[src/hw/rtl/sfomd_pkg.sv]
`timescale 1ns / 1ps
// Shared types and constants for the serial frame to omni motor drive block.
// No dependencies; the duty unit, the top level and the bench import this package.
package sfomd_pkg;

  localparam int unsigned FRAME_KEPT = 7;

  localparam logic [7:0]  END_BYTE   = 8'h80;
  localparam logic [6:0]  SUM_MASK   = 7'h7f;
  localparam logic [7:0]  SPEED_OFFS = 8'd255;
  localparam logic [7:0]  DIV_CONST  = 8'd255;
  localparam logic [15:0] DUTY_MAX   = 16'hffff;

  // configuration register indexes and reset values
  localparam logic [1:0]  CFG_PWM_PERIOD    = 2'd0;
  localparam logic [1:0]  CFG_ROTATION_GAIN = 2'd1;
  localparam logic [1:0]  CFG_BRAKE_BELOW   = 2'd2;
  localparam logic [15:0] PWM_PERIOD_RST    = 16'd1473;
  localparam logic [2:0]  ROTATION_GAIN_RST = 3'd1;
  localparam logic [7:0]  BRAKE_BELOW_RST   = 8'd50;

  localparam logic [1:0]  LAST_WHEEL = 2'd3;

  typedef struct packed {
    logic [7:0] rx_byte;
  } in_word_t;

  typedef struct packed {
    logic [1:0]  motor_index;
    logic        forward_pin;
    logic        reverse_pin;
    logic [15:0] duty;
    logic        status_led;
    logic        last;
  } out_word_t;

  typedef enum logic [2:0] {
    ST_IDLE,
    ST_CHECK,
    ST_MIX,
    ST_MUL,
    ST_WAIT,
    ST_EMIT
  } sfomd_state_t;

  typedef enum logic [1:0] {
    DU_IDLE,
    DU_DIV,
    DU_DONE
  } du_state_t;

endpackage

[src/hw/rtl/sfomd_stream_if.sv]
`timescale 1ns / 1ps
// Valid/ready stream interface used for the byte input and command output.
// Payload type is supplied per instance; no other dependencies.
interface sfomd_stream_if #(
  parameter type payload_t = logic
);
  logic     valid;
  logic     ready;
  payload_t data;

  modport source (output valid, output data, input ready);
  modport sink   (input valid, input data, output ready);
endinterface

[src/hw/rtl/sfomd_duty.sv]
`timescale 1ns / 1ps
// Duty unit: one multiply (period * magnitude), then an iterative divide by 255
// using digit folding, then saturation to 16 bits. Depends on sfomd_pkg.
module sfomd_duty (
  input  logic        clk,
  input  logic        rst_n,
  input  logic        start,
  input  logic [15:0] period,
  input  logic [12:0] mag,
  output logic        done,
  output logic [15:0] duty
);
  import sfomd_pkg::*;

  du_state_t   state_r, state_nxt;
  logic [28:0] rem_r, rem_nxt;
  logic [20:0] quo_r, quo_nxt;
  logic [20:0] fold;
  logic        rem_small;

  // invariant: product = 255*quo + rem; each fold keeps it and shrinks rem
  assign fold      = rem_r[28:8];
  assign rem_small = (fold == '0);

  always_comb begin
    state_nxt = state_r;
    case (state_r)
      DU_IDLE: if (start) state_nxt = DU_DIV;
      DU_DIV:  if (rem_small) state_nxt = DU_DONE;
      DU_DONE: state_nxt = DU_IDLE;
      default: state_nxt = DU_IDLE;
    endcase
  end

  always_comb begin
    rem_nxt = rem_r;
    quo_nxt = quo_r;
    case (state_r)
      DU_IDLE: begin
        rem_nxt = {13'd0, period} * {16'd0, mag};
        quo_nxt = '0;
      end
      DU_DIV: begin
        if (rem_small) begin
          if (rem_r[7:0] == DIV_CONST) quo_nxt = quo_r + 21'd1;
        end else begin
          quo_nxt = quo_r + fold;
          rem_nxt = {21'd0, rem_r[7:0]} + {8'd0, fold};
        end
      end
      default: ;
    endcase
  end

  always_ff @(posedge clk) begin
    if (!rst_n) begin
      state_r <= DU_IDLE;
    end else begin
      state_r <= state_nxt;
    end
  end

  always_ff @(posedge clk) begin
    rem_r <= rem_nxt;
    quo_r <= quo_nxt;
  end

  assign done = (state_r == DU_DONE);
  assign duty = (quo_r[20:16] != '0) ? DUTY_MAX : quo_r[15:0];

endmodule

[src/hw/rtl/serial_frame_to_omni_motor_drive.sv]
`timescale 1ns / 1ps
// Top level: serial frame decoder and four-wheel omni motor command generator.
// Depends on sfomd_pkg, sfomd_stream_if and sfomd_duty.
//
// Usage:
//   in_rx   : one word per received serial byte (rx_byte). Each word lands in
//             a frame slot; the slot wraps after WRAP_SLOTS words or after an
//             end byte 0x80.
//   out_cmd : four command words per good frame, wheels 0..3, last set on
//             wheel 3. A frame is good when the 7-bit sum of slots 0..5
//             equals slot 6 at the end byte.
//   cfg_*   : write-only register port (0 pwm_period, 1 rotation_gain,
//             2 brake_below); the user must write it while the block is idle (not enforced).
// Sequence: an ordinary byte is taken while idle and in_rx.ready stays high. An
//   end byte adds a checksum state. A good frame then runs each wheel through
//   mix, multiply, the fold steps and a done state in sfomd_duty, plus emit;
//   in_rx.ready returns once the command for wheel 3 has been emitted.
// Stall: a command waits in the output register; the sequencer holds before
//   loading the next one and in_rx.ready stays low.
// Reset (synchronous, rst_n low): slots, position and LED cleared, registers
//   back to 1473 / 1 / 50, no command pending.
module serial_frame_to_omni_motor_drive #(
  parameter int unsigned WRAP_SLOTS = 33
) (
  input  logic                   clk,
  input  logic                   rst_n,
  sfomd_stream_if.sink           in_rx,
  sfomd_stream_if.source         out_cmd,
  input  logic                   cfg_we,
  input  logic [1:0]             cfg_index,
  input  logic [15:0]            cfg_data
);
  import sfomd_pkg::*;

  // configuration
  logic [15:0] period_r;
  logic [2:0]  gain_r;
  logic [7:0]  brake_r;

  // frame state
  logic [7:0]  frame_r [FRAME_KEPT];
  logic [5:0]  pos_r;
  logic [6:0]  pos_inc;
  logic        led_r;

  // sequencer
  sfomd_state_t state_r, state_nxt;
  logic [1:0]   wheel_r;
  logic signed [13:0] turn_r;
  logic [12:0]  mag_r;
  logic         neg_r;
  logic         brake_flag_r;
  logic [15:0]  duty_r;

  // output register
  logic         out_valid_r;
  out_word_t    out_word_r;

  // control strobes
  logic accept, check_ok, do_mix, du_start, du_done, emit, out_free;
  logic [15:0] du_duty;

  // checksum and decode
  logic [9:0]  sum6;
  logic signed [10:0] vx, vy, rot, base;
  logic signed [14:0] turn_prod;
  logic signed [13:0] vel;
  logic [13:0] vel_abs;

  assign sum6 = 10'(frame_r[0]) + 10'(frame_r[1]) + 10'(frame_r[2])
              + 10'(frame_r[3]) + 10'(frame_r[4]) + 10'(frame_r[5]);
  assign check_ok = (frame_r[6] == {1'b0, sum6[6:0] & SUM_MASK});

  // speed = 4*b - 255
  assign vx  = $signed({1'b0, frame_r[2], 2'b00}) - $signed({3'b000, SPEED_OFFS});
  assign vy  = $signed({1'b0, frame_r[3], 2'b00}) - $signed({3'b000, SPEED_OFFS});
  assign rot = $signed({1'b0, frame_r[4], 2'b00}) - $signed({3'b000, SPEED_OFFS});
  assign turn_prod = $signed({1'b0, gain_r}) * rot;

  always_comb begin
    case (wheel_r)
      2'd0:    base = vx;
      2'd1:    base = vy;
      2'd2:    base = -vx;
      default: base = -vy;
    endcase
  end

  assign vel     = {{3{base[10]}}, base} + turn_r;
  assign vel_abs = vel[13] ? 14'(-vel) : 14'(vel);

  assign pos_inc  = {1'b0, pos_r} + 7'd1;
  assign out_free = !out_valid_r || out_cmd.ready;

  // next state
  always_comb begin
    state_nxt = state_r;
    case (state_r)
      ST_IDLE:  if (accept && in_rx.data.rx_byte == END_BYTE) state_nxt = ST_CHECK;
      ST_CHECK: state_nxt = check_ok ? ST_MIX : ST_IDLE;
      ST_MIX:   state_nxt = ST_MUL;
      ST_MUL:   state_nxt = ST_WAIT;
      ST_WAIT:  if (du_done) state_nxt = ST_EMIT;
      ST_EMIT: begin
        if (out_free) state_nxt = (wheel_r == LAST_WHEEL) ? ST_IDLE : ST_MIX;
      end
      default:  state_nxt = ST_IDLE;
    endcase
  end

  // control outputs
  always_comb begin
    in_rx.ready = 1'b0;
    do_mix      = 1'b0;
    du_start    = 1'b0;
    emit        = 1'b0;
    case (state_r)
      ST_IDLE: in_rx.ready = 1'b1;
      ST_MIX:  do_mix      = 1'b1;
      ST_MUL:  du_start    = 1'b1;
      ST_EMIT: emit        = out_free;
      default: ;
    endcase
  end

  assign accept = in_rx.valid && in_rx.ready;

  always_ff @(posedge clk) begin
    if (!rst_n) begin
      state_r     <= ST_IDLE;
      out_valid_r <= 1'b0;
      period_r    <= PWM_PERIOD_RST;
      gain_r      <= ROTATION_GAIN_RST;
      brake_r     <= BRAKE_BELOW_RST;
      pos_r       <= '0;
      led_r       <= 1'b0;
      wheel_r     <= '0;
      for (int i = 0; i < FRAME_KEPT; i++) frame_r[i] <= '0;
    end else begin
      state_r <= state_nxt;

      if (cfg_we) begin
        case (cfg_index)
          CFG_PWM_PERIOD:    period_r <= cfg_data;
          CFG_ROTATION_GAIN: gain_r   <= cfg_data[2:0];
          CFG_BRAKE_BELOW:   brake_r  <= cfg_data[7:0];
          default: ;
        endcase
      end

      if (accept) begin
        if (pos_r < 6'(FRAME_KEPT)) frame_r[pos_r[2:0]] <= in_rx.data.rx_byte;
        if (in_rx.data.rx_byte == END_BYTE || pos_inc >= 7'(WRAP_SLOTS)) begin
          pos_r <= '0;
        end else begin
          pos_r <= pos_inc[5:0];
        end
      end

      if (state_r == ST_CHECK && check_ok) begin
        led_r   <= !led_r;
        wheel_r <= '0;
      end else if (emit) begin
        wheel_r <= wheel_r + 2'd1;
      end

      if (emit) begin
        out_valid_r <= 1'b1;
      end else if (out_cmd.ready) begin
        out_valid_r <= 1'b0;
      end
    end
  end

  // datapath registers
  always_ff @(posedge clk) begin
    if (state_r == ST_CHECK) turn_r <= turn_prod[13:0];
    if (do_mix) begin
      mag_r        <= vel_abs[12:0];
      neg_r        <= vel[13];
      brake_flag_r <= (vel_abs < {6'd0, brake_r});
    end
    if (du_done) duty_r <= du_duty;
    if (emit) begin
      out_word_r.motor_index <= wheel_r;
      out_word_r.forward_pin <= brake_flag_r || !neg_r;
      out_word_r.reverse_pin <= brake_flag_r || neg_r;
      out_word_r.duty        <= duty_r;
      out_word_r.status_led  <= led_r;
      out_word_r.last        <= (wheel_r == LAST_WHEEL);
    end
  end

  sfomd_duty u_duty (
    .clk    (clk),
    .rst_n  (rst_n),
    .start  (du_start),
    .period (period_r),
    .mag    (mag_r),
    .done   (du_done),
    .duty   (du_duty)
  );

  assign out_cmd.valid = out_valid_r;
  assign out_cmd.data  = out_word_r;

endmodule

[src/flat_wrapper.sv]
// flat-port wrapper written by rule: the top's interface ports become plain ports
module serial_frame_to_omni_motor_drive_flat import sfomd_pkg::*;
#(
  parameter int unsigned WRAP_SLOTS = 33
)
  (clk, rst_n, cfg_we, cfg_index, cfg_data, in_rx_valid, in_rx_data, in_rx_ready, out_cmd_valid, out_cmd_data, out_cmd_ready);
  sfomd_stream_if #(.payload_t(in_word_t)) in_rx_i ();
  sfomd_stream_if #(.payload_t(out_word_t)) out_cmd_i ();
  input  logic clk;
  input  logic rst_n;
  input  logic cfg_we;
  input  logic [1:0] cfg_index;
  input  logic [15:0] cfg_data;
  input wire logic [$bits(in_rx_i.valid)-1:0] in_rx_valid;
  input wire logic [$bits(in_rx_i.data)-1:0] in_rx_data;
  output wire logic [$bits(in_rx_i.ready)-1:0] in_rx_ready;
  output wire logic [$bits(out_cmd_i.valid)-1:0] out_cmd_valid;
  output wire logic [$bits(out_cmd_i.data)-1:0] out_cmd_data;
  input wire logic [$bits(out_cmd_i.ready)-1:0] out_cmd_ready;
  assign in_rx_i.valid = in_rx_valid;
  assign in_rx_i.data = in_rx_data;
  assign in_rx_ready = in_rx_i.ready;
  assign out_cmd_valid = out_cmd_i.valid;
  assign out_cmd_data = out_cmd_i.data;
  assign out_cmd_i.ready = out_cmd_ready;
  serial_frame_to_omni_motor_drive #(.WRAP_SLOTS(WRAP_SLOTS)) u_core (.clk(clk), .rst_n(rst_n), .in_rx(in_rx_i), .out_cmd(out_cmd_i), .cfg_we(cfg_we), .cfg_index(cfg_index), .cfg_data(cfg_data));
endmodule
[config.mk]
export PLATFORM = sky130hd
export DESIGN_NAME = serial_frame_to_omni_motor_drive_flat
export DESIGN_NICKNAME = d
export VERILOG_FILES = /design/src/hw/rtl/sfomd_pkg.sv /design/src/hw/rtl/sfomd_stream_if.sv /design/src/hw/rtl/sfomd_duty.sv /design/src/hw/rtl/serial_frame_to_omni_motor_drive.sv /design/src/flat_wrapper.sv
export SDC_FILE = /design/constraint.sdc
export NUM_CORES = 1
export LEC_CHECK = 0
export BUFFER_PORTS_ARGS = -buffer_cell sky130_fd_sc_hd__buf_2
export CAP_MARGIN = 15
export CORE_MARGIN = 5
export CORE_UTILIZATION = 50
export CTS_BUF_LIST = sky130_fd_sc_hd__clkbuf_8
export CTS_CLUSTER_DIAMETER = 80
export CTS_CLUSTER_SIZE = 20
export DETAILED_ROUTE_END_ITERATION = 7
export PLACE_DENSITY_LB_ADDON = 0.3
export SLEW_MARGIN = 0
export SYNTH_ARGS = -nofsm -noshare
export SYNTH_HDL_FRONTEND = slang
export SYNTH_HIERARCHICAL = 1
export SYNTH_SLANG_ARGS = --single-unit
[constraint.sdc]
create_clock -name clk -period 6.4 [get_ports clk]
set_clock_uncertainty 0.05 [all_clocks]
set_input_delay 1.28 -clock clk [delete_from_list [all_inputs] [get_ports clk]]
set_output_delay 1.28 -clock clk [all_outputs]
set_load 0.02 [all_outputs]
==> metrics.csv, run 1 <==
stage,metric,value,unit
outcome,status,"complete, no violations",
final_layout,area growth from synthesis to layout,5.271,%
final_layout,Post-Route Utilization,53.01,%
synth,count of state elements after synthesis,212,
drt,total via count in the routed design,14270,
drt,1st-pass router iterations,7,
place,gpl congestion,0.8783,
global_route,antenna violations before repair,1,
worst_setup_path,startpoint type of the worst setup path,flop,
cts,# clock sinks,212,
global_route,GRT Overall Usage,20.63,%
job,count of max-cap constraint violations,0,
cts,deepest clock path buffer count,3,
sta,setup violation total in the final timing report,0,
synth,mean area per synthesized cell,9.510,um2
synth,sequential cell area fraction in the yosys report,29.38,%
drt,drt first-iter violations,803,
final_layout,number of antenna cells inserted,0,
floorplanning,Die Span X,209.8,um
drt,DRC violation count after routing,0,
drt,final wirelength,44690,um
power,Int Pwr,2.747,mW
floorplanning,Placement Rows,73,
floorplanning,starting density of the core,50.36,%
power,share of total power in sequential cells,37.8,%
drt,Detail Route Antenna Nets,0,
power,maximum VDD drop,139.4,uV
synth,most frequently used flop master after synthesis,sky130_fd_sc_hd__edfxtp_1,
power,cell leakage power,9.601,nW
final_layout,proportion of layout cells with a drive suffix above 1,6.860,%
final_layout,final design instance area without fill,0.02101,mm2
cts,hold buffer count at CTS,0,
floorplanning,I/O pin cnt,55,
sta,Achievable Freq,0.1720,GHz
global_route,largest net degree at the start of global routing,58,
synth,post-synth net total,2477,
global_route,via count of the first global-routing pass,14900,
power,Net Sw Power,1.861,mW
power,Gate power share,44.2,%
hold_path,Min-Delay Path Class,flop to flop,
worst_setup_path,endpoint class of the critical path,flop,
power,share of total power in the clock network,18.0,%
power,total design power,4.607,mW
synth,Async SR Flop Fraction,0,%
place,cell count after placement,2591,
cts,clock slew seen by the registers of the worst setup and hold paths,0.11,ns
final_layout,multi-input logic area,0.01253,mm2
cts,CTS Buf Count,18,
worst_setup_path,critical path start-end classification,flop to flop,
sta,post-route worst setup slack,0.5864,ns
sta,final-report max-slew violation count,0,
global_route,overall overflow remaining after global route,0,
power,pwr/cell area,219.3,mW/mm2
final_layout,"Net count, final",2465,
floorplanning,Die H,209.8,um
sta,sum of negative setup slack,0,ns
worst_setup_path,largest fanout on the critical path,11,
place,pre-CTS setup slack,0.6464,ns
drt,WL/cell,17.03,um
cts,clock tree from TritonCTS,done,
sta,Worst Max-Slew Pin Slew,1.083,ns
sta,Max-slew headroom,27.45,%
floorplanning,floorplan die area,0.04402,mm2
sta,RSZ-0062 raised after global routing,no,
floorplanning,Core Region,0.03964,mm2
sta,Tcrit/Tclk final,90.84,%
final_layout,Layout Cells excl Fill,2624,
synth,Mapped Cells,2099,
synth,post-synthesis cell type count,89,
cts,buffers inserted by post-CTS timing repair,0,
cts,number of levels the H-tree was split into,1,
place,port bufs,54,
place,post-placement cell area,0.02063,mm2
final_layout,area taken by flip-flops and latches,0.005866,mm2
place,HPWL reported at the end of detailed placement,35240,um
sta,Hold Slack,0.3817,ns
sta,Hold Fails Final Rpt,0,
synth,Post-synth EDFFs,162,
power,switching power share of the total,40.39,%
final_layout,fill count,3612,
synth,synthesized cell area,0.01996,mm2
cts,Skew-Pair Late Insertion Delay,0.57,ns
global_route,first-pass GRT wire length,75510,um
sta,final period demand of the worst path,5.814,ns
drt,vias per cell,5.437,
cts,buffer type at the clock tree root,sky130_fd_sc_hd__clkbuf_8,
synth,synth warn,6,
worst_setup_path,data arrival time of the critical path,6.15,ns
worst_setup_path,Crit path required time,6.73,ns
cts,number of resized instances in the post-cts repair step,0,
metal layers:
metal	track usage [%]	up-vias	routed length [um]
met5	0	-	0
met4	4.815	0	1006
met3	2.870	73	1990
met2	35.09	337	21310
met1	28.22	6982	20380
li1	-	6875	-
path summary, 6_finish.rpt:
| check | from | slack (ns) | end | depth (start not counted) |
|---|---|---|---|---|
| worst max-delay path | u_core/wheel_r[0]$_SDFFE_PP0P_ | 0.59 | u_core/brake_flag_r$_DFFE_PP_ | 22 |
| worst max register to register | u_core/wheel_r[0]$_SDFFE_PP0P_ | 0.59 | u_core/brake_flag_r$_DFFE_PP_ | 22 |
| worst min-delay path | u_core/duty_r[12]$_DFFE_PP_ | 0.38 | u_core/out_cmd.data[14]$_DFFE_PP_ | 0 |
| worst min register to register | u_core/duty_r[12]$_DFFE_PP_ | 0.38 | u_core/out_cmd.data[14]$_DFFE_PP_ | 0 |
registers in the layout, indices dropped and copies added, names as in the netlist, 3 cells and up:
signal / count
u_core/frame_r: 53
u_core/u_duty/rem_r: 29
u_core/out_cmd.data: 22
u_core/u_duty/quo_r: 21
u_core/duty_r: 16
u_core/period_r: 16
u_core/turn_r: 14
u_core/mag_r: 13
u_core/brake_r: 8
u_core/pos_r: 6
u_core/gain_r: 3
u_core/state_r: 3
Yosys cell counts (all sizes together) (18+ instances only):
cell    count  area (um2)
inv       324        1216
nand2     242       908.4
fa        189        3784
edfxtp    162        4865
ha        158        1977
and2      153       957.2
clkbuf     95       356.6
nor2       94       352.8
a21oi      88       444.2
xnor2      68       595.6
o21ai      52       275.3
dfxtp      50        1001
xor2       35       306.5
nor2b      30       187.7
nand3      28       140.1
a21o       25       187.7
mux2i      23       230.2
or3        21       131.4
a21boi     20       150.1
nor3       18       105.1
power groups by stage:
stage	clock (mW)	combinational [mW]	sequential (mW)
3_5_place_dp	0	2.02	1.77
2_1_floorplan	0	1.63	1.70
4_1_cts	0.860	2.03	1.74
5_1_grt	0.915	2.31	1.75
3_3_place_gp	0	1.97	1.77
6_report	0.829	2.04	1.74
cell usage in the layout (no fill, tap or decap), types with 37 or more instances in the layout:
| cell | synthesis | routed |
|---|---|---|
| sky130_fd_sc_hd__inv_1 | 324 | 327 |
| sky130_fd_sc_hd__nand2_1 | 242 | 242 |
| sky130_fd_sc_hd__fa_1 | 189 | 189 |
| sky130_fd_sc_hd__edfxtp_1 | 162 | 162 |
| sky130_fd_sc_hd__ha_1 | 158 | 158 |
| sky130_fd_sc_hd__and2_1 | 152 | 152 |
| sky130_fd_sc_hd__nor2_1 | 94 | 92 |
| sky130_fd_sc_hd__a21oi_1 | 87 | 87 |
| sky130_fd_sc_hd__xnor2_1 | 68 | 68 |
| sky130_fd_sc_hd__buf_2 | 3 | 56 |
| sky130_fd_sc_hd__dfxtp_1 | 50 | 50 |
| sky130_fd_sc_hd__o21ai_0 | 37 | 37 |
layout make-up:
| type | count | area share [%] |
|---|---|---|
| clock buffer | 18 | 1.179 |
| clock inverter | 14 | 0.5835 |
| inverter | 324 | 5.787 |
| multi-input combinational | 1462 | 59.61 |
| sequential | 212 | 27.91 |
| tap | 525 | 3.126 |
| timing repair buffer | 69 | 1.798 |
critical path, cell delays in order (launching register included):
cell and delay [ns]:
sky130_fd_sc_hd__dfxtp_1 0.44, sky130_fd_sc_hd__inv_1 0.09, sky130_fd_sc_hd__ha_1 0.32, sky130_fd_sc_hd__mux2_2 0.30
sky130_fd_sc_hd__a211oi_1 0.21, sky130_fd_sc_hd__a21oi_1 0.08, sky130_fd_sc_hd__ha_1 0.43, sky130_fd_sc_hd__a21o_1 0.25
sky130_fd_sc_hd__or4_1 0.44, sky130_fd_sc_hd__o2111a_1 0.30, sky130_fd_sc_hd__a22o_1 0.25, sky130_fd_sc_hd__a311o_1 0.52
sky130_fd_sc_hd__nor2_1 0.17, sky130_fd_sc_hd__xnor2_1 0.18, sky130_fd_sc_hd__ha_1 0.28, sky130_fd_sc_hd__a21boi_0 0.12
sky130_fd_sc_hd__o21a_1 0.18, sky130_fd_sc_hd__o21ai_0 0.14, sky130_fd_sc_hd__nand2b_1 0.07, sky130_fd_sc_hd__a21oi_1 0.13
sky130_fd_sc_hd__o21ai_0 0.10, sky130_fd_sc_hd__a221o_1 0.33, sky130_fd_sc_hd__a211oi_2 0.27
cells by family (layout without fill, tap and decap cells):
kind of cell,Yosys count,count (layout),synth area share (%)
AOI/OAI and AO/OA,306,306,10.49
xor gates and xnor gates,103,103,4.519
adders and majority gates,347,347,28.86
buffers and inverters,425,425,8.086
DFF,212,212,29.38
muxes,31,31,1.605
and+or+nand+nor,675,675,17.06
No activity file was read; power rests on OpenSTA's default activity.
==> run 2, diff against run 1 <==
--- a/config.mk
+++ b/config.mk
@@ -7,7 +7,7 @@
 export LEC_CHECK = 0
 export BUFFER_PORTS_ARGS = -buffer_cell sky130_fd_sc_hd__buf_2
 export CAP_MARGIN = 15
-export CORE_MARGIN = 5
+export CORE_ASPECT_RATIO = 1.4
 export CORE_UTILIZATION = 50
 export CTS_BUF_LIST = sky130_fd_sc_hd__clkbuf_8
 export CTS_CLUSTER_DIAMETER = 80
==> constraint.sdc (replaced) <==
create_clock -name clk -period 6.4 [get_ports clk]
set_clock_uncertainty 0.05 [all_clocks]
set_input_delay 0.32 -clock clk [delete_from_list [all_inputs] [get_ports clk]]
set_output_delay 0.32 -clock clk [all_outputs]
set_load 0.02 [all_outputs]
==> run 2 against run 1 <==
Net effect: power decreased by 1.9%; register-to-register slack got worse by 0.17 ns; via count decreased by 0.38%; combinational power about the same; sequential power about the same; global-route usage increased by 2.4 points; clock power decreased by 9.7%; clock-buffer cell count decreased by 2; die area decreased by 7.5%.
==> metrics.csv, run 2 (synthesized netlist as in run 1, its figures left out) <==
stage,metric,value,unit
drt,1st-pass router iterations,7,
drt,total via count in the routed design,14210,
floorplanning,floorplan die area,0.04074,mm2
power,Net Sw Power,1.790,mW
global_route,first-pass GRT wire length,74570,um
worst_setup_path,Critical-path top delay cell,sky130_fd_sc_hd__a311o_1,
hold_path,Min-Delay Path Class,input port to flop,
power,share of total power in the clock network,16.6,%
floorplanning,Die H,238.4,um
final_layout,"commonest cells after routing, fill and taps aside","328 x sky130_fd_sc_hd__inv_1, 242 x sky130_fd_sc_hd__nand2_1, 189 x sky130_fd_sc_hd__fa_1",
cts,clock slew seen by the registers of the worst setup and hold paths,0.13,ns
worst_setup_path,endpoint class of the critical path,flop,
power,Int Pwr,2.731,mW
worst_setup_path,peak per-stage delay on the critical path,0.52,ns
floorplanning,Placement Rows,86,
cts,Skew-Pair Late Insertion Delay,0.56,ns
worst_setup_path,Crit path required time,6.75,ns
sta,Hold Fails Final Rpt,0,
power,share of total power in sequential cells,38.5,%
power,switching power share of the total,39.59,%
floorplanning,Core Region,0.03938,mm2
worst_setup_path,critical path start-end classification,flop to flop,
drt,vias per cell,5.398,
worst_setup_path,critical path's most frequent cell,sky130_fd_sc_hd__ha_1,
power,pwr/cell area,214.8,mW/mm2
cts,buffers inserted by post-CTS timing repair,0,
sta,Tcrit/Tclk final,93.55,%
drt,Detail Route Antenna Nets,0,
place,gpl congestion,0.9325,
final_layout,Biggest register,u_core/frame_r,
cts,CTS Buf Count,15,
drt,drt first-iter violations,545,
worst_setup_path,data arrival time of the critical path,6.34,ns
sta,Max-slew headroom,21.02,%
sta,final period demand of the worst path,5.987,ns
job,count of max-cap constraint violations,0,
final_layout,number of flip-flops under the largest register name,53,
floorplanning,starting density of the core,50.69,%
worst_setup_path,CP cell instances,"inv_1, ha_1, mux2_2, a211oi_1, a21oi_1, ha_1, a21o_1, or4_1, o2111a_1, a22o_1, a311o_1, nor2_1, xnor2_1, ha_1, a21boi_0, o21a_1, o21ai_0, nand2b_1, a21oi_1, o21ai_0, a221o_1, a211oi_2",
global_route,largest net degree at the start of global routing,58,
sta,setup violation total in the final timing report,0,
drt,final wirelength,44790,um
cts,# clock sinks,212,
power,Gate power share,45.0,%
final_layout,area growth from synthesis to layout,5.453,%
power,cell leakage power,9.608,nW
global_route,via count of the first global-routing pass,15250,
cts,clock tree from TritonCTS,done,
cts,hold buffer count at CTS,12,
worst_setup_path,startpoint type of the worst setup path,flop,
drt,DRC violation count after routing,0,
final_layout,"Net count, final",2473,
power,maximum VDD drop,167.1,uV
sta,sum of negative setup slack,0,ns
cts,buffer type at the clock tree root,sky130_fd_sc_hd__clkbuf_8,
final_layout,"leading cell type in the layout, fill and taps excluded",sky130_fd_sc_hd__inv_1,
cts,deepest clock path buffer count,3,
sta,Worst Max-Slew Pin Slew,1.174,ns
place,HPWL reported at the end of detailed placement,36170,um
sta,Achievable Freq,0.1670,GHz
place,port bufs,54,
outcome,status,"complete, no violations",
cts,number of resized instances in the post-cts repair step,0,
global_route,antenna violations before repair,1,
floorplanning,Die Span X,170.9,um
sta,final-report max-slew violation count,0,
global_route,overall overflow remaining after global route,0,
sta,RSZ-0062 raised after global routing,no,
global_route,GRT Overall Usage,23.07,%
cts,number of levels the H-tree was split into,1,
drt,WL/cell,17.01,um
floorplanning,I/O pin cnt,55,
power,total design power,4.522,mW
worst_setup_path,largest fanout on the critical path,11,
final_layout,proportion of layout cells with a drive suffix above 1,6.419,%
## run 2: cell types whose count changed in the layout (fill, tap and decap cells not counted), sizes merged
cell / change
clkinvlp: +1
diode: +2
clkinv: -3
inv: -4
buf: -2
bufinv: +1
clkbuf: -1
dlygate4sd3: +12
## run 2: worst paths after layout
check,slack [ns],depth (start not counted),startpoint,to
hold reg to reg,0.38,0,u_core/duty_r[12]$_DFFE_PP_,u_core/out_cmd.data[14]$_DFFE_PP_
hold / removal,0.03,3,cfg_data[2],u_core/brake_r[2]$_SDFFE_PN0P_
setup reg to reg,0.41,22,u_core/wheel_r[0]$_SDFFE_PP0P_,u_core/brake_flag_r$_DFFE_PP_
setup / recovery,0.41,22,u_core/wheel_r[0]$_SDFFE_PP0P_,u_core/brake_flag_r$_DFFE_PP_
## run 2: routing by layer
layer / part of all wire (%) / GRT usage [%]
met1: 38 / 24.10
met2: 56 / 46.44
met3: 2.3 / 1.625
met4: 4.2 / 9.361
met5: 0 / 0
## run 2: power by group through the flow
stage	Sequential, mW	Combinational, mW	Clock (mW)
floorplan	1.70	1.63	0
global placement	1.77	1.96	0
detailed placement	1.77	2.01	0
CTS	1.74	2.03	0.776
global route	1.75	2.29	0.820
finish	1.74	2.03	0.749
## run 2: final cells by class
class / instances / area, um2
fillers: 3648 / 18330
multi-input cells: 1462 / 12510
flip-flops and latches: 212 / 5866
inverters: 324 / 1216
well taps: 528 / 660.6
repair buffers: 80 / 490.5
clock buffers: 16 / 220.2
clock inverters: 9 / 77.57
diodes: 2 / 5.005
## run 2: through the flow
stage          hold slack [ns]  instances  worst slack, ns  cell area, um2  utilization [%]
6_report               0.03406       2633           0.4127           21050            53.45
5_1_grt                0.03352       2632           0.1292           21050            53.44
4_1_cts               0.002226       2630           0.4326           21040            53.42
3_5_place_dp            0.3592       2593           0.4731           20620            52.36
3_3_place_gp            0.3532       2592           0.5131           20620            52.35
2_1_floorplan           0.3503       2099            1.022           19960                -
## run 2: worst max-delay path: cells and delay by family, from the launching register on
kind / cells / cell delay, ns
flip-flops: 1 / 0.46
buffers and inverters: 1 / 0.10
XOR/XNOR: 1 / 0.16
multiplexers: 1 / 0.31
AO/OA/AOI/OAI: 13 / 3.00
AND/OR/NAND/NOR: 3 / 0.70
adder cells (fa/ha/maj): 3 / 1.06
==> run 3, diff against run 2 <==
--- a/config.mk
+++ b/config.mk
@@ -8,7 +8,7 @@
 export BUFFER_PORTS_ARGS = -buffer_cell sky130_fd_sc_hd__buf_2
 export CAP_MARGIN = 15
 export CORE_ASPECT_RATIO = 1.4
-export CORE_UTILIZATION = 50
+export CORE_UTILIZATION = 55
 export CTS_BUF_LIST = sky130_fd_sc_hd__clkbuf_8
 export CTS_CLUSTER_DIAMETER = 80
 export CTS_CLUSTER_SIZE = 20
==> run 3 against run 2 <==
Net effect: largest cell class unchanged; cell count down 2.4%; first-iteration DRC count increased by 14%; fmax up 2.5%; worst hold slack lost 0.0060 ns; register-to-register slack improved by 0.15 ns; worst setup slack improved by 0.15 ns.
==> metrics.csv, run 3 (synthesized netlist as in run 1, its figures left out) <==
stage,metric,value,unit
cts,clock slew seen by the registers of the worst setup and hold paths,0.12,ns
place,gpl congestion,0.9241,
global_route,GRT Overall Usage,25.28,%
worst_setup_path,peak per-stage delay on the critical path,0.52,ns
power,Net Sw Power,1.791,mW
worst_setup_path,critical path start-end classification,flop to flop,
cts,hold buffer count at CTS,15,
power,pwr/cell area,213.4,mW/mm2
drt,1st-pass router iterations,5,
final_layout,number of antenna cells inserted,0,
final_layout,area growth from synthesis to layout,5.084,%
cts,buffers inserted by post-CTS timing repair,0,
place,HPWL reported at the end of detailed placement,36520,um
sta,Hold Fails Final Rpt,0,
outcome,status,"complete, no violations",
place,pre-CTS setup slack,0.5558,ns
power,maximum VDD drop,220.6,uV
sta,RSZ-0062 raised after global routing,no,
place,post-placement cell area,0.02056,mm2
drt,drt first-iter violations,620,
power,share of total power in the clock network,15.5,%
place,port bufs,54,
cts,# clock sinks,212,
sta,Achievable Freq,0.1712,GHz
floorplanning,Placement Rows,82,
final_layout,fill count,3049,
cts,CTS Buf Count,15,
hold_path,Min-Delay Path Class,input port to flop,
floorplanning,I/O pin cnt,55,
global_route,overall overflow remaining after global route,0,
sta,setup violation total in the final timing report,0,
final_layout,"commonest cells after routing, fill and taps aside","328 x sky130_fd_sc_hd__inv_1, 242 x sky130_fd_sc_hd__nand2_1, 189 x sky130_fd_sc_hd__fa_1",
drt,vias per cell,5.523,
final_layout,proportion of layout cells with a drive suffix above 1,6.499,%
final_layout,"leading cell type in the layout, fill and taps excluded",sky130_fd_sc_hd__inv_1,
worst_setup_path,setup slack of the most critical reg-to-reg path,0.56,ns
power,Int Pwr,2.685,mW
power,cell leakage power,9.621,nW
floorplanning,starting density of the core,55.75,%
worst_setup_path,endpoint class of the critical path,flop,
floorplanning,Core Region,0.03581,mm2
worst_setup_path,critical path's most frequent cell,sky130_fd_sc_hd__ha_1,
worst_setup_path,data arrival time of the critical path,6.20,ns
cts,clock tree from TritonCTS,done,
global_route,antenna violations before repair,0,
cts,buffer type at the clock tree root,sky130_fd_sc_hd__clkbuf_8,
global_route,via count of the first global-routing pass,15150,
job,count of max-cap constraint violations,0,
cts,number of levels the H-tree was split into,1,
global_route,largest net degree at the start of global routing,58,
worst_setup_path,CP cell instances,"inv_1, ha_1, mux2_2, a211oi_1, a21oi_1, ha_1, a21o_1, or4_1, o2111a_1, a22o_1, a311o_1, nor2_1, xnor2_1, ha_1, a21boi_0, o21a_1, o21ai_0, nand2b_1, a21oi_1, o21ai_0, a221o_1, a211oi_2",
sta,final period demand of the worst path,5.842,ns
worst_setup_path,largest fanout on the critical path,11,
cts,number of resized instances in the post-cts repair step,0,
sta,sum of negative setup slack,0,ns
worst_setup_path,Critical-path top delay cell,sky130_fd_sc_hd__a311o_1,
power,Gate power share,45.6,%
floorplanning,Die Span X,163.0,um
drt,Detail Route Antenna Nets,0,
cts,Skew-Pair Late Insertion Delay,0.56,ns
final_layout,final design instance area without fill,0.02098,mm2
power,share of total power in sequential cells,38.8,%
drt,DRC violation count after routing,0,
floorplanning,floorplan die area,0.03707,mm2
sta,Tcrit/Tclk final,91.28,%
final_layout,"Net count, final",2477,
floorplanning,Die H,227.4,um
sta,final-report max-slew violation count,0,
power,total design power,4.476,mW
sta,Max-slew headroom,17.51,%
drt,total via count in the routed design,14190,
worst_setup_path,number of buffers and inverters on the critical path,1,
sta,post-route worst setup slack,0.5579,ns
worst_setup_path,cell type group with the largest total delay on the critical path,compound AO/OA/AOI/OAI gates,
drt,final wirelength,45050,um
final_layout,number of flip-flops under the largest register name,53,
cts,deepest clock path buffer count,3,
power,switching power share of the total,40.01,%
drt,WL/cell,17.53,um
final_layout,Biggest register,u_core/frame_r,
global_route,first-pass GRT wire length,73800,um
worst_setup_path,startpoint type of the worst setup path,flop,
sta,Worst Max-Slew Pin Slew,1.226,ns
worst_setup_path,Crit path required time,6.75,ns
-- run 3: changes by cell type in the layout (fill, tap and decap cells not counted), sizes merged --
cell / delta
clkinvlp: -1
clkbuf: -2
dlygate4sd3: +3
diode: -2
bufinv: -1
clkinv: +4
buf: +2
-- run 3: tightest hold or removal path, delay by kind of cell --
kind / cells / cell delay, ns
buffers and inverters: 1 / 0.14
AND/OR/NAND/NOR: 1 / 0.06
AO/OA/AOI/OAI: 1 / 0.06
-- run 3: path summary, 6_finish.rpt --
| kind | from | endpoint | depth (start not counted) |
|---|---|---|---|
| min | cfg_data[1] | u_core/period_r[1]$_SDFFE_PN0P_ | 3 |
| max reg2reg | u_core/wheel_r[0]$_SDFFE_PP0P_ | u_core/brake_flag_r$_DFFE_PP_ | 22 |
| min reg2reg | u_core/duty_r[9]$_DFFE_PP_ | u_core/out_cmd.data[11]$_DFFE_PP_ | 0 |
| max | u_core/wheel_r[0]$_SDFFE_PP0P_ | u_core/brake_flag_r$_DFFE_PP_ | 22 |
-- run 3: layout make-up --
cell class	instances	area [um2]	area share [%]
multi-input cells	1462	12510	59.66
clock buffers	15	206.4	0.9842
flip-flops and latches	212	5866	27.96
well taps	462	578.1	2.756
clock inverters	11	62.56	0.2982
inverters	324	1216	5.798
repair buffers	84	533.0	2.541
-- run 3: through the flow --
| stage | std cells | hold slack [ns] | utilization [%] |
|---|---|---|---|
| after floorplan | 2099 | 0.3503 | - |
| after global placement | 2528 | 0.3509 | 57.39 |
| after detailed placement | 2529 | 0.3545 | 57.41 |
| after CTS | 2570 | 0.006367 | 58.58 |
| after global routing | 2570 | 0.02050 | 58.58 |
| final | 2570 | 0.02808 | 58.58 |
-- run 3: layer usage --
metal  share of wire [%]  GRT usage, %
met5                   0             0
met4                 4.5         11.64
met3                 2.1         1.676
met2                  56         50.76
met1                  38         26.24
-- run 3: power by group through the flow --
stage / logic [mW] / clock network [mW] / registers [mW]
CTS: 2.04 / 0.719 / 1.74
detailed placement: 2.02 / 0 / 1.77
global route: 2.31 / 0.757 / 1.75
finish: 2.04 / 0.696 / 1.74
floorplan: 1.63 / 0 / 1.70
global placement: 1.96 / 0 / 1.77
